`src/sv/ura_pkg.sv`:
```
package ura_pkg;

  // Fixed timing of the trigger pulse, in microseconds.
  localparam int unsigned TRIG_LOW_US  = 2;
  localparam int unsigned TRIG_HIGH_US = 10;

  // Echo time per centimetre and the saturation point of the distance count.
  localparam int unsigned US_PER_CM = 58;
  localparam int unsigned CM_SAT    = 2047;

  // Counter and accumulator widths.
  localparam int unsigned PRESC_W = 8;
  localparam int unsigned US_W    = 17;
  localparam int unsigned SUB_W   = 6;
  localparam int unsigned CM_W    = 11;
  localparam int unsigned DIST_W  = 10;
  localparam int unsigned TIME_W  = 16;
  localparam int unsigned CNT_W   = 3;
  localparam int unsigned SUM_W   = 13;

  // Serial divider: one quotient bit per cycle.
  localparam int unsigned DIV_STEPS = SUM_W;
  localparam int unsigned DIV_CNT_W = 4;

  // Register defaults after reset.
  localparam logic [PRESC_W-1:0] RST_CYCLES_PER_US = 8'd150;
  localparam logic [TIME_W-1:0]  RST_TIMEOUT_US    = 16'd30000;
  localparam logic [DIST_W-1:0]  RST_MIN_CM        = 10'd2;
  localparam logic [DIST_W-1:0]  RST_MAX_CM        = 10'd400;
  localparam logic [DIST_W-1:0]  RST_ACCEPT_MAX_CM = 10'd80;
  localparam logic [CNT_W-1:0]   RST_SAMPLES       = 3'd5;
  localparam logic [TIME_W-1:0]  RST_GAP_US        = 16'd60000;

  // Configuration register map.
  typedef enum logic [2:0] {
    REG_CYCLES_PER_US = 3'd0,
    REG_TIMEOUT_US    = 3'd1,
    REG_MIN_CM        = 3'd2,
    REG_MAX_CM        = 3'd3,
    REG_ACCEPT_MAX_CM = 3'd4,
    REG_SAMPLES       = 3'd5,
    REG_GAP_US        = 3'd6
  } cfg_reg_t;

  // Measurement phases, one-hot.
  typedef enum logic [5:0] {
    PH_IDLE  = 6'b000001,
    PH_TLOW  = 6'b000010,
    PH_THIGH = 6'b000100,
    PH_WRISE = 6'b001000,
    PH_MEAS  = 6'b010000,
    PH_GAP   = 6'b100000
  } phase_t;

  // Commands from the controller to the datapath.
  typedef struct packed {
    logic clr;
    logic step;
    logic cm_en;
    logic burst_clr;
    logic acc_add;
    logic sample_inc;
    logic div_start;
    logic res_load;
    logic trig;
    logic busy;
    logic done;
    logic none;
  } ura_cmd_t;

  // Status from the datapath to the controller.
  typedef struct packed {
    logic tick;
    logic us_ge_low;
    logic us_ge_high;
    logic us_gt_timeout;
    logic us_ge_gap;
    logic cm_ok;
    logic last_sample;
    logic acc_zero;
    logic div_busy;
    logic div_done;
  } ura_stat_t;

endpackage

```
`src/sv/ura_ctrl.sv`:
```
module ura_ctrl
  import ura_pkg::*;
(
  input  logic      clk,
  input  logic      rst_n,
  input  logic      in_tvalid,
  output logic      in_tready,
  input  logic      in_start,
  input  logic      in_echo,
  output logic      out_tvalid,
  input  logic      out_tready,
  input  ura_stat_t stat,
  output ura_cmd_t  cmd
);

  phase_t phase_r, phase_nxt;
  logic   out_valid_r, out_valid_nxt;
  logic   in_fire;

  // A new beat is taken once the result register is free and no division runs.
  assign in_tready = (!out_valid_r || out_tready) && !stat.div_busy;
  assign in_fire   = in_tvalid && in_tready;
  assign out_tvalid = out_valid_r;

  // Phase sequencing for one sample tick.
  always_comb begin
    phase_nxt = phase_r;
    cmd       = '0;
    if (in_fire) begin
      unique case (phase_r)
        PH_IDLE: begin
          if (in_start) begin
            cmd.burst_clr = 1'b1;
            cmd.clr       = 1'b1;
            phase_nxt     = PH_TLOW;
          end
        end
        PH_TLOW: begin
          cmd.step = 1'b1;
          if (stat.tick && stat.us_ge_low) begin
            cmd.clr   = 1'b1;
            phase_nxt = PH_THIGH;
          end
        end
        PH_THIGH: begin
          cmd.step = 1'b1;
          if (stat.tick && stat.us_ge_high) begin
            cmd.clr   = 1'b1;
            phase_nxt = PH_WRISE;
          end
        end
        PH_WRISE: begin
          if (in_echo) begin
            cmd.clr   = 1'b1;
            phase_nxt = PH_MEAS;
          end else begin
            cmd.step = 1'b1;
            if (stat.tick && stat.us_gt_timeout) begin
              cmd.clr   = 1'b1;
              phase_nxt = PH_GAP;
            end
          end
        end
        PH_MEAS: begin
          if (!in_echo) begin
            // Falling echo closes the reading.
            cmd.acc_add = stat.cm_ok;
            cmd.clr     = 1'b1;
            phase_nxt   = PH_GAP;
          end else begin
            cmd.step  = 1'b1;
            cmd.cm_en = 1'b1;
            if (stat.tick && stat.us_gt_timeout) begin
              cmd.clr   = 1'b1;
              phase_nxt = PH_GAP;
            end
          end
        end
        PH_GAP: begin
          if (stat.us_ge_gap) begin
            cmd.sample_inc = 1'b1;
            cmd.clr        = 1'b1;
            if (stat.last_sample) begin
              cmd.done      = 1'b1;
              cmd.none      = stat.acc_zero;
              cmd.div_start = !stat.acc_zero;
              phase_nxt     = PH_IDLE;
            end else begin
              phase_nxt = PH_TLOW;
            end
          end else begin
            cmd.step = 1'b1;
          end
        end
        default: begin
          cmd.clr   = 1'b1;
          phase_nxt = PH_IDLE;
        end
      endcase
      cmd.res_load = 1'b1;
      cmd.trig     = (phase_nxt == PH_THIGH);
      cmd.busy     = (phase_nxt != PH_IDLE);
    end
  end

  // Result register valid: a division holds it back until the quotient lands.
  always_comb begin
    out_valid_nxt = out_valid_r && !out_tready;
    if (in_fire && !cmd.div_start) begin
      out_valid_nxt = 1'b1;
    end
    if (stat.div_done) begin
      out_valid_nxt = 1'b1;
    end
  end

  always_ff @(posedge clk) begin
    if (!rst_n) begin
      phase_r     <= PH_IDLE;
      out_valid_r <= 1'b0;
    end else begin
      phase_r     <= phase_nxt;
      out_valid_r <= out_valid_nxt;
    end
  end

endmodule

```
`src/sv/ura_dp.sv`:
```
module ura_dp
  import ura_pkg::*;
(
  input  logic              clk,
  input  logic              rst_n,
  input  logic              cfg_valid,
  input  logic [2:0]        cfg_index,
  input  logic [TIME_W-1:0] cfg_wdata,
  input  ura_cmd_t          cmd,
  output ura_stat_t         stat,
  output logic              res_trig,
  output logic              res_busy,
  output logic              res_done,
  output logic [DIST_W-1:0] res_avg,
  output logic              res_none
);

  // Configuration registers.
  logic [PRESC_W-1:0] cycles_per_us_r;
  logic [TIME_W-1:0]  timeout_us_r;
  logic [DIST_W-1:0]  min_cm_r;
  logic [DIST_W-1:0]  max_cm_r;
  logic [DIST_W-1:0]  accept_max_cm_r;
  logic [CNT_W-1:0]   samples_r;
  logic [TIME_W-1:0]  gap_us_r;

  // Phase counters.
  logic [PRESC_W-1:0] presc_r, presc_nxt;
  logic [US_W-1:0]    us_r, us_nxt;
  logic [SUB_W-1:0]   sub_r, sub_nxt;
  logic [CM_W-1:0]    cm_r, cm_nxt;

  // Burst accumulation.
  logic [CNT_W-1:0] sample_r;
  logic [SUM_W-1:0] sum_r;
  logic [CNT_W-1:0] acc_r;

  // Serial divider.
  logic [SUM_W-1:0]     div_q_r;
  logic [CNT_W-1:0]     div_rem_r;
  logic [CNT_W-1:0]     div_d_r;
  logic [DIV_CNT_W-1:0] div_cnt_r;
  logic [CNT_W:0]       div_trial;
  logic                 div_ge;
  logic [CNT_W-1:0]     div_rem_step;
  logic [SUM_W-1:0]     div_q_step;

  // Result payload.
  logic              res_trig_r;
  logic              res_busy_r;
  logic              res_done_r;
  logic [DIST_W-1:0] res_avg_r;
  logic              res_none_r;

  logic [PRESC_W-1:0] presc_lim;
  logic [US_W-1:0]    us_inc;
  logic [SUB_W-1:0]   sub_inc;
  logic [CNT_W-1:0]   sample_inc;
  logic [CNT_W-1:0]   samples_eff;

  // Microsecond prescaler and status compares.
  assign presc_lim   = (cycles_per_us_r == '0) ? PRESC_W'(1) : cycles_per_us_r;
  assign us_inc      = us_r + US_W'(1);
  assign sub_inc     = sub_r + SUB_W'(1);
  assign sample_inc  = sample_r + CNT_W'(1);
  assign samples_eff = (samples_r == '0) ? CNT_W'(1) : samples_r;

  assign stat.tick          = ({1'b0, presc_r} + (PRESC_W+1)'(1)) >= {1'b0, presc_lim};
  assign stat.us_ge_low     = us_inc >= US_W'(TRIG_LOW_US);
  assign stat.us_ge_high    = us_inc >= US_W'(TRIG_HIGH_US);
  assign stat.us_gt_timeout = us_inc > {1'b0, timeout_us_r};
  assign stat.us_ge_gap     = us_r >= {1'b0, gap_us_r};
  assign stat.cm_ok         = (cm_r >= {1'b0, min_cm_r}) && (cm_r <= {1'b0, max_cm_r}) &&
                              (cm_r <= {1'b0, accept_max_cm_r});
  assign stat.last_sample   = sample_inc >= samples_eff;
  assign stat.acc_zero      = (acc_r == '0);
  assign stat.div_busy      = (div_cnt_r != '0);
  assign stat.div_done      = (div_cnt_r == DIV_CNT_W'(1));

  // Counter updates; entering a phase clears them all.
  always_comb begin
    presc_nxt = presc_r;
    us_nxt    = us_r;
    sub_nxt   = sub_r;
    cm_nxt    = cm_r;
    if (cmd.clr) begin
      presc_nxt = '0;
      us_nxt    = '0;
      sub_nxt   = '0;
      cm_nxt    = '0;
    end else if (cmd.step) begin
      if (stat.tick) begin
        presc_nxt = '0;
        us_nxt    = us_inc;
        if (cmd.cm_en) begin
          if (sub_inc >= SUB_W'(US_PER_CM)) begin
            sub_nxt = '0;
            if (cm_r < CM_W'(CM_SAT)) begin
              cm_nxt = cm_r + CM_W'(1);
            end
          end else begin
            sub_nxt = sub_inc;
          end
        end
      end else begin
        presc_nxt = presc_r + PRESC_W'(1);
      end
    end
  end

  // One restoring division step per cycle.
  assign div_trial    = {div_rem_r, div_q_r[SUM_W-1]};
  assign div_ge       = div_trial >= {1'b0, div_d_r};
  assign div_rem_step = div_ge ? CNT_W'(div_trial - {1'b0, div_d_r}) : div_trial[CNT_W-1:0];
  assign div_q_step   = {div_q_r[SUM_W-2:0], div_ge};

  // Control state and configuration.
  always_ff @(posedge clk) begin
    if (!rst_n) begin
      cycles_per_us_r <= RST_CYCLES_PER_US;
      timeout_us_r    <= RST_TIMEOUT_US;
      min_cm_r        <= RST_MIN_CM;
      max_cm_r        <= RST_MAX_CM;
      accept_max_cm_r <= RST_ACCEPT_MAX_CM;
      samples_r       <= RST_SAMPLES;
      gap_us_r        <= RST_GAP_US;
      presc_r         <= '0;
      us_r            <= '0;
      sub_r           <= '0;
      cm_r            <= '0;
      sample_r        <= '0;
      sum_r           <= '0;
      acc_r           <= '0;
      div_cnt_r       <= '0;
    end else begin
      if (cfg_valid) begin
        unique case (cfg_index)
          REG_CYCLES_PER_US: cycles_per_us_r <= cfg_wdata[PRESC_W-1:0];
          REG_TIMEOUT_US:    timeout_us_r    <= cfg_wdata;
          REG_MIN_CM:        min_cm_r        <= cfg_wdata[DIST_W-1:0];
          REG_MAX_CM:        max_cm_r        <= cfg_wdata[DIST_W-1:0];
          REG_ACCEPT_MAX_CM: accept_max_cm_r <= cfg_wdata[DIST_W-1:0];
          REG_SAMPLES:       samples_r       <= cfg_wdata[CNT_W-1:0];
          REG_GAP_US:        gap_us_r        <= cfg_wdata;
          default: ;
        endcase
      end
      presc_r <= presc_nxt;
      us_r    <= us_nxt;
      sub_r   <= sub_nxt;
      cm_r    <= cm_nxt;
      if (cmd.burst_clr) begin
        sample_r <= '0;
        sum_r    <= '0;
        acc_r    <= '0;
      end else begin
        if (cmd.acc_add) begin
          sum_r <= sum_r + SUM_W'(cm_r);
          acc_r <= acc_r + CNT_W'(1);
        end
        if (cmd.sample_inc) begin
          sample_r <= sample_inc;
        end
      end
      if (cmd.div_start) begin
        div_cnt_r <= DIV_CNT_W'(DIV_STEPS);
      end else if (stat.div_busy) begin
        div_cnt_r <= div_cnt_r - DIV_CNT_W'(1);
      end
    end
  end

  // Divider operands and result payload.
  always_ff @(posedge clk) begin
    if (cmd.div_start) begin
      div_q_r   <= sum_r;
      div_rem_r <= '0;
      div_d_r   <= acc_r;
    end else if (stat.div_busy) begin
      div_q_r   <= div_q_step;
      div_rem_r <= div_rem_step;
    end
    if (cmd.res_load) begin
      res_trig_r <= cmd.trig;
      res_busy_r <= cmd.busy;
      res_done_r <= cmd.done;
      res_none_r <= cmd.none;
      res_avg_r  <= '0;
    end else if (stat.div_done) begin
      res_avg_r <= div_q_step[DIST_W-1:0];
    end
  end

  assign res_trig = res_trig_r;
  assign res_busy = res_busy_r;
  assign res_done = res_done_r;
  assign res_avg  = res_avg_r;
  assign res_none = res_none_r;

endmodule

```
`src/sv/ultrasonic_range_averager.sv`:
```
// Channel  Direction  Beat contents
// in_      input      tdata: start_req, echo (one beat per sample tick)
// out_     output     tdata: trig, busy_res, avg_cm; tlast: done_res; tuser: none_valid
// cfg_     input      register index and write data
//
// Each input beat yields one output beat, so the block runs one beat per
// clock while the output side keeps up and no division runs.
// The burst that ends with accepted readings then runs the serial
// divider (one quotient bit per cycle); in_tready is low while it runs.
// A full output register holds off in_tready until its beat is taken.
// Reset is synchronous on rst_n; control and configuration registers return to their default values.
module ultrasonic_range_averager
  import ura_pkg::*;
(
  input  logic        clk,
  input  logic        rst_n,
  // Input stream: [0] start_req, [1] echo, rest zero.
  input  logic        in_tvalid,
  output logic        in_tready,
  input  logic [7:0]  in_tdata,
  // Result stream: [0] trig, [1] busy_res, [11:2] avg_cm, rest zero.
  output logic        out_tvalid,
  input  logic        out_tready,
  output logic [15:0] out_tdata,
  output logic        out_tlast,
  // Result flag: [0] none_valid.
  output logic        out_tuser,
  // Configuration write channel.
  input  logic        cfg_valid,
  output logic        cfg_ready,
  input  logic [2:0]  cfg_index,
  input  logic [15:0] cfg_wdata
);

  ura_cmd_t          cmd;
  ura_stat_t         stat;
  logic              res_trig;
  logic              res_busy;
  logic              res_done;
  logic [DIST_W-1:0] res_avg;
  logic              res_none;

  // Register writes are always taken.
  assign cfg_ready = 1'b1;

  ura_ctrl u_ctrl (
    .clk        (clk),
    .rst_n      (rst_n),
    .in_tvalid  (in_tvalid),
    .in_tready  (in_tready),
    .in_start   (in_tdata[0]),
    .in_echo    (in_tdata[1]),
    .out_tvalid (out_tvalid),
    .out_tready (out_tready),
    .stat       (stat),
    .cmd        (cmd)
  );

  ura_dp u_dp (
    .clk       (clk),
    .rst_n     (rst_n),
    .cfg_valid (cfg_valid),
    .cfg_index (cfg_index),
    .cfg_wdata (cfg_wdata),
    .cmd       (cmd),
    .stat      (stat),
    .res_trig  (res_trig),
    .res_busy  (res_busy),
    .res_done  (res_done),
    .res_avg   (res_avg),
    .res_none  (res_none)
  );

  // Pack the result beat.
  assign out_tdata = {4'b0000, res_avg, res_busy, res_trig};
  assign out_tlast = res_done;
  assign out_tuser = res_none;

endmodule

```
`config.mk`:
```
export PLATFORM = sky130hd
export DESIGN_NAME = ultrasonic_range_averager
export DESIGN_NICKNAME = d
export VERILOG_FILES = /design/src/sv/ura_pkg.sv /design/src/sv/ura_ctrl.sv /design/src/sv/ura_dp.sv /design/src/sv/ultrasonic_range_averager.sv
export SDC_FILE = /design/constraint.sdc
export NUM_CORES = 1
export LEC_CHECK = 0
export BUFFER_PORTS_ARGS = -buffer_cell sky130_fd_sc_hd__buf_2
export CAP_MARGIN = 20
export CORE_MARGIN = 5
export CORE_UTILIZATION = 40
export DETAILED_ROUTE_END_ITERATION = 6
export PLACE_DENSITY = 0.65
export SKIP_CTS_REPAIR_TIMING = 1
export SLEW_MARGIN = 20
export SYNTH_ARGS = -nofsm -noshare
export SYNTH_HDL_FRONTEND = slang
export SYNTH_HIERARCHICAL = 1
export SYNTH_SLANG_ARGS = --single-unit
```
`constraint.sdc`:
```
create_clock -name clk -period 6.07 [get_ports clk]
set_input_delay 1.214 -clock clk [delete_from_list [all_inputs] [get_ports clk]]
set_output_delay 1.214 -clock clk [all_outputs]
set_load 0.03 [all_outputs]
```
==> results.sh <==
export IMPL_dp_hpwl_microns=18010
export IMPL_path_buf_inv=1
export IMPL_synth_simple_area_share_pct=21.13
export IMPL_nets=1387
export IMPL_tightest_slew_ns=0.9127
export IMPL_syn_area_sq_mm=0.01044
export IMPL_grt_pass1_vias=8232
export IMPL_final_hold_viol_count=0
export IMPL_grt_start_max_net_pins=55
export IMPL_cts_root_buf="clkbuf_16"
export IMPL_ys_seq_area_share_pct=36.05
export IMPL_design_area_sq_mm=0.01152
export IMPL_required_ns=6.39
export IMPL_yosys_area_share_adder_pct=12.13
export IMPL_ys_types=81
export IMPL_cts_tree="done"
export IMPL_slowest_stage="nand2b_1"
export IMPL_grt_pass1_wl_microns=41030
export IMPL_syn_area_per_cell_sq_um=8.398
export IMPL_area_delta_synth_final_pct=10.39
export IMPL_async_reset_ff_share_pct=0
export IMPL_rows=59
export IMPL_final_max_slew_violation_count=0
export IMPL_path_clk_slew_ns=0.08
export IMPL_rsz0062_at_grt="no"
export IMPL_antenna_found_initial=1
export IMPL_status="finished, final reports clean"
export IMPL_muxShareOfSynthArea_pct=2.865
export IMPL_clock_sinks=178
export IMPL_ff_latch_area_sq_mm=0.003764
export IMPL_start_util_pct=40.29
export IMPL_firstDrtPassIters=5
export IMPL_grt_overflow=0
export IMPL_p_per_area_mw_per_mm2=278.9
export IMPL_cts_made_buffers=17
export IMPL_die_h_microns=171.5
export IMPL_viasPerCell=5.383
export IMPL_cp_start_kind="flop"
export IMPL_final_setup_skew_ns=0.01104
export IMPL_wl_per_cell_microns=15.40
export IMPL_crit_chain="ha_1 -> nand4_1 -> nor2_1 -> and4_1 -> xor2_1 -> ha_1 -> nand2_1 -> nor4_1 -> a21oi_1 -> o21ai_0 -> a21oi_1 -> o21ai_0 -> nand2_1 -> a211o_1 -> a221o_1 -> o211ai_2 -> nand2b_1 -> buf_12 -> a311oi_1"
export IMPL_drtIter0Drc=550
export IMPL_fin_cells=1603
export IMPL_synth_compound_area_share_pct=16.74
export IMPL_path_delay_family="simple AND/OR/NAND/NOR gates"
export IMPL_ant_nets=0
export IMPL_drive_above_1_share_pct=9.700
export IMPL_power_leakage_nw=4.738
export IMPL_synth_top_family_by_area="simple AND/OR/NAND/NOR gates"
export IMPL_placed_cells=1571
export IMPL_peakVddDrop_mv=0.2323
export IMPL_detail_route_wirelength_microns=24690
export IMPL_n_fill_cell=2562
export IMPL_multi_input_area_sq_mm=0.006052
export IMPL_ys_warn_count=6
export IMPL_core_area_sq_mm=0.02591
export IMPL_fmax_mhz=198.6
export IMPL_synth_edf_count=20
export IMPL_cp_max_fo=25
export IMPL_fin_crit_sh_pct=82.96
export IMPL_cts_path_max_buffers=2
export IMPL_worstSetupEndpointType="flop"
export IMPL_die_area_sq_mm=0.02943
export IMPL_timing_max_cap_violations=0
export IMPL_clk_latency_ns=0.44
export IMPL_htreeDepth=4
export IMPL_vias=8629
export IMPL_synth_xor_area_share_pct=4.699
export IMPL_placed_area_sq_mm=0.01089
export IMPL_synth_main_ff_cell="dfxtp_1"
export IMPL_tns_ns=0
export IMPL_hold_path_class="flop to flop"
export IMPL_ys_seq_elements=178
export IMPL_route_detailed_drc=0
export IMPL_period_needed_ns=5.036
export IMPL_grt_util_all_layers_pct=17.05
export IMPL_chipWidth_microns=171.5
export IMPL_portBuffers=41
export IMPL_total_power_mw=3.214
export IMPL_diodes=0
export IMPL_ioPinCount=53
export IMPL_slew_headroom_pct=39.15
export IMPL_max_stage_delay_ns=0.69
export IMPL_final_setup_viol_count=0
export IMPL_crit_arrival_ns=5.35
export IMPL_critPathKind="flop to flop"
export IMPL_hold_slack_ns=0.4508
export IMPL_gp_congestion=0.8691
export IMPL_netlist_instances=1243
==> cells by family after synthesis <==
| logic type | Yosys count |
|---|---|
| other | 2 |
| buffers and inverters | 161 |
| AO/OA/AOI/OAI | 259 |
| AND/OR/NAND/NOR | 459 |
| multiplexers | 28 |
| flip-flops | 178 |
| adder cells (fa/ha/maj) | 100 |
| XOR/XNOR | 56 |
==> routing by layer <==
layer	track usage, %	vias to the layer above	share of wire (%)
li1	-	4361	-
met1	24.38	4077	49
met2	26.41	165	44
met3	3.425	24	4.8
met4	4.409	2	1.4
met5	0	-	0.045
==> power breakdown <==
group          leakage, nW  total [mW]  switching [mW]  internal, mW
combinational         2.96       0.653           0.431         0.222
clock                0.303        1.14           0.574         0.570
sequential            1.47        1.42          0.0709          1.35
==> path summary, 6_finish.rpt <==
path | from | to | slack (ns) | depth (start not counted)
max | u_dp/us_r[1]$_SDFFE_PP0P_ | u_dp/us_r[1]$_SDFFE_PP0P_ | 1.03 | 19
min | u_dp/presc_r[7]$_SDFFE_PP0P_ | u_dp/presc_r[7]$_SDFFE_PP0P_ | 0.45 | 2
max reg2reg | u_dp/us_r[1]$_SDFFE_PP0P_ | u_dp/us_r[1]$_SDFFE_PP0P_ | 1.03 | 19
min reg2reg | u_dp/presc_r[7]$_SDFFE_PP0P_ | u_dp/presc_r[7]$_SDFFE_PP0P_ | 0.45 | 2
==> synth_stat cells, drive strengths merged (4+ instances only) <==
cell	instances	area, sq um
a211oi	14	105.1
a21boi	18	135.1
a21o	13	97.59
a21oi	81	405.4
a311oi	4	35.03
a31oi	5	31.28
and2	9	56.30
and3	14	87.58
and4	4	35.03
buf	21	131.4
clkbuf	39	147.6
dfxtp	158	3163
edfxtp	20	600.6
ha	98	1226
inv	98	367.9
mux2	15	168.9
mux2i	13	130.1
nand2	200	753.2
nand2b	14	87.58
nand3	34	170.2
nand4	21	165.2
nand4b	4	35.03
nor2	83	311.6
nor2b	17	106.4
nor3	20	105.1
nor4	7	50.05
nor4b	4	41.29
o211ai	33	257.7
o21a	11	82.58
o21ai	28	140.1
o22ai	4	25.02
o31ai	6	45.04
or2	4	25.02
or3	11	68.82
or4	5	41.29
xnor2	21	183.9
xor2	35	306.5
==> stage by stage <==
stage               utilization [%]  worst slack, ns
floorplan                         -            1.956
detailed placement            42.03            1.090
finish                        44.47            1.034
global placement              42.02            1.075
global route                  44.47           0.4745
CTS                           44.45            1.068
==> cell usage in the layout (no fill, tap or decap), types with 5 or more instances in the layout <==
cell       count
xor2_1        35
nor2b_1       17
mux2i_1       13
nor3_1        17
inv_1         98
edfxtp_1      20
buf_4          7
ha_1          98
nor4_1         5
a21o_1        13
conb_1         5
or3_1         11
o31ai_1        6
clkinv_8       6
nand2_1      199
a21oi_1       81
nand2b_1      14
nor2_1        83
o211ai_1      31
xnor2_1       21
and3_1        14
a21boi_0      18
buf_2         42
and2_1         9
a31oi_1        5
nand3_1       34
a211oi_1      14
o21a_1        11
clkbuf_16     17
nand4_1       17
mux2_2        15
o21ai_0       27
dfxtp_1      158
==> state kept, by name, indices dropped and copies added, names as in the netlist, 10 cells and up <==
register              flops
u_dp/cm_r                11
u_dp/gap_us_r            16
u_dp/sum_r               13
u_dp/div_q_r             13
u_dp/min_cm_r            10
u_dp/us_r                17
u_dp/accept_max_cm_r     10
u_dp/max_cm_r            10
u_dp/res_avg             10
u_dp/timeout_us_r        16
==> layout make-up <==
type / instances / share of cell area, %
Tap cell: 335 / 3.637
Timing Repair Buffer: 50 / 2.454
Clock inverter: 15 / 1.748
Inverter: 101 / 3.290
Clock buffer: 17 / 3.692
Sequential cell: 178 / 32.66
Multi-Input combinational cell: 907 / 52.52
==> tightest hold or removal path: cells and delay by family (launching register included) <==
| kind | cells | cell delay (ns) |
|---|---|---|
| DFF | 1 | 0.31 |
| and+or+nand+nor | 1 | 0.05 |
| AOI/OAI and AO/OA | 1 | 0.05 |
No activity file was read; power rests on OpenSTA's default activity.
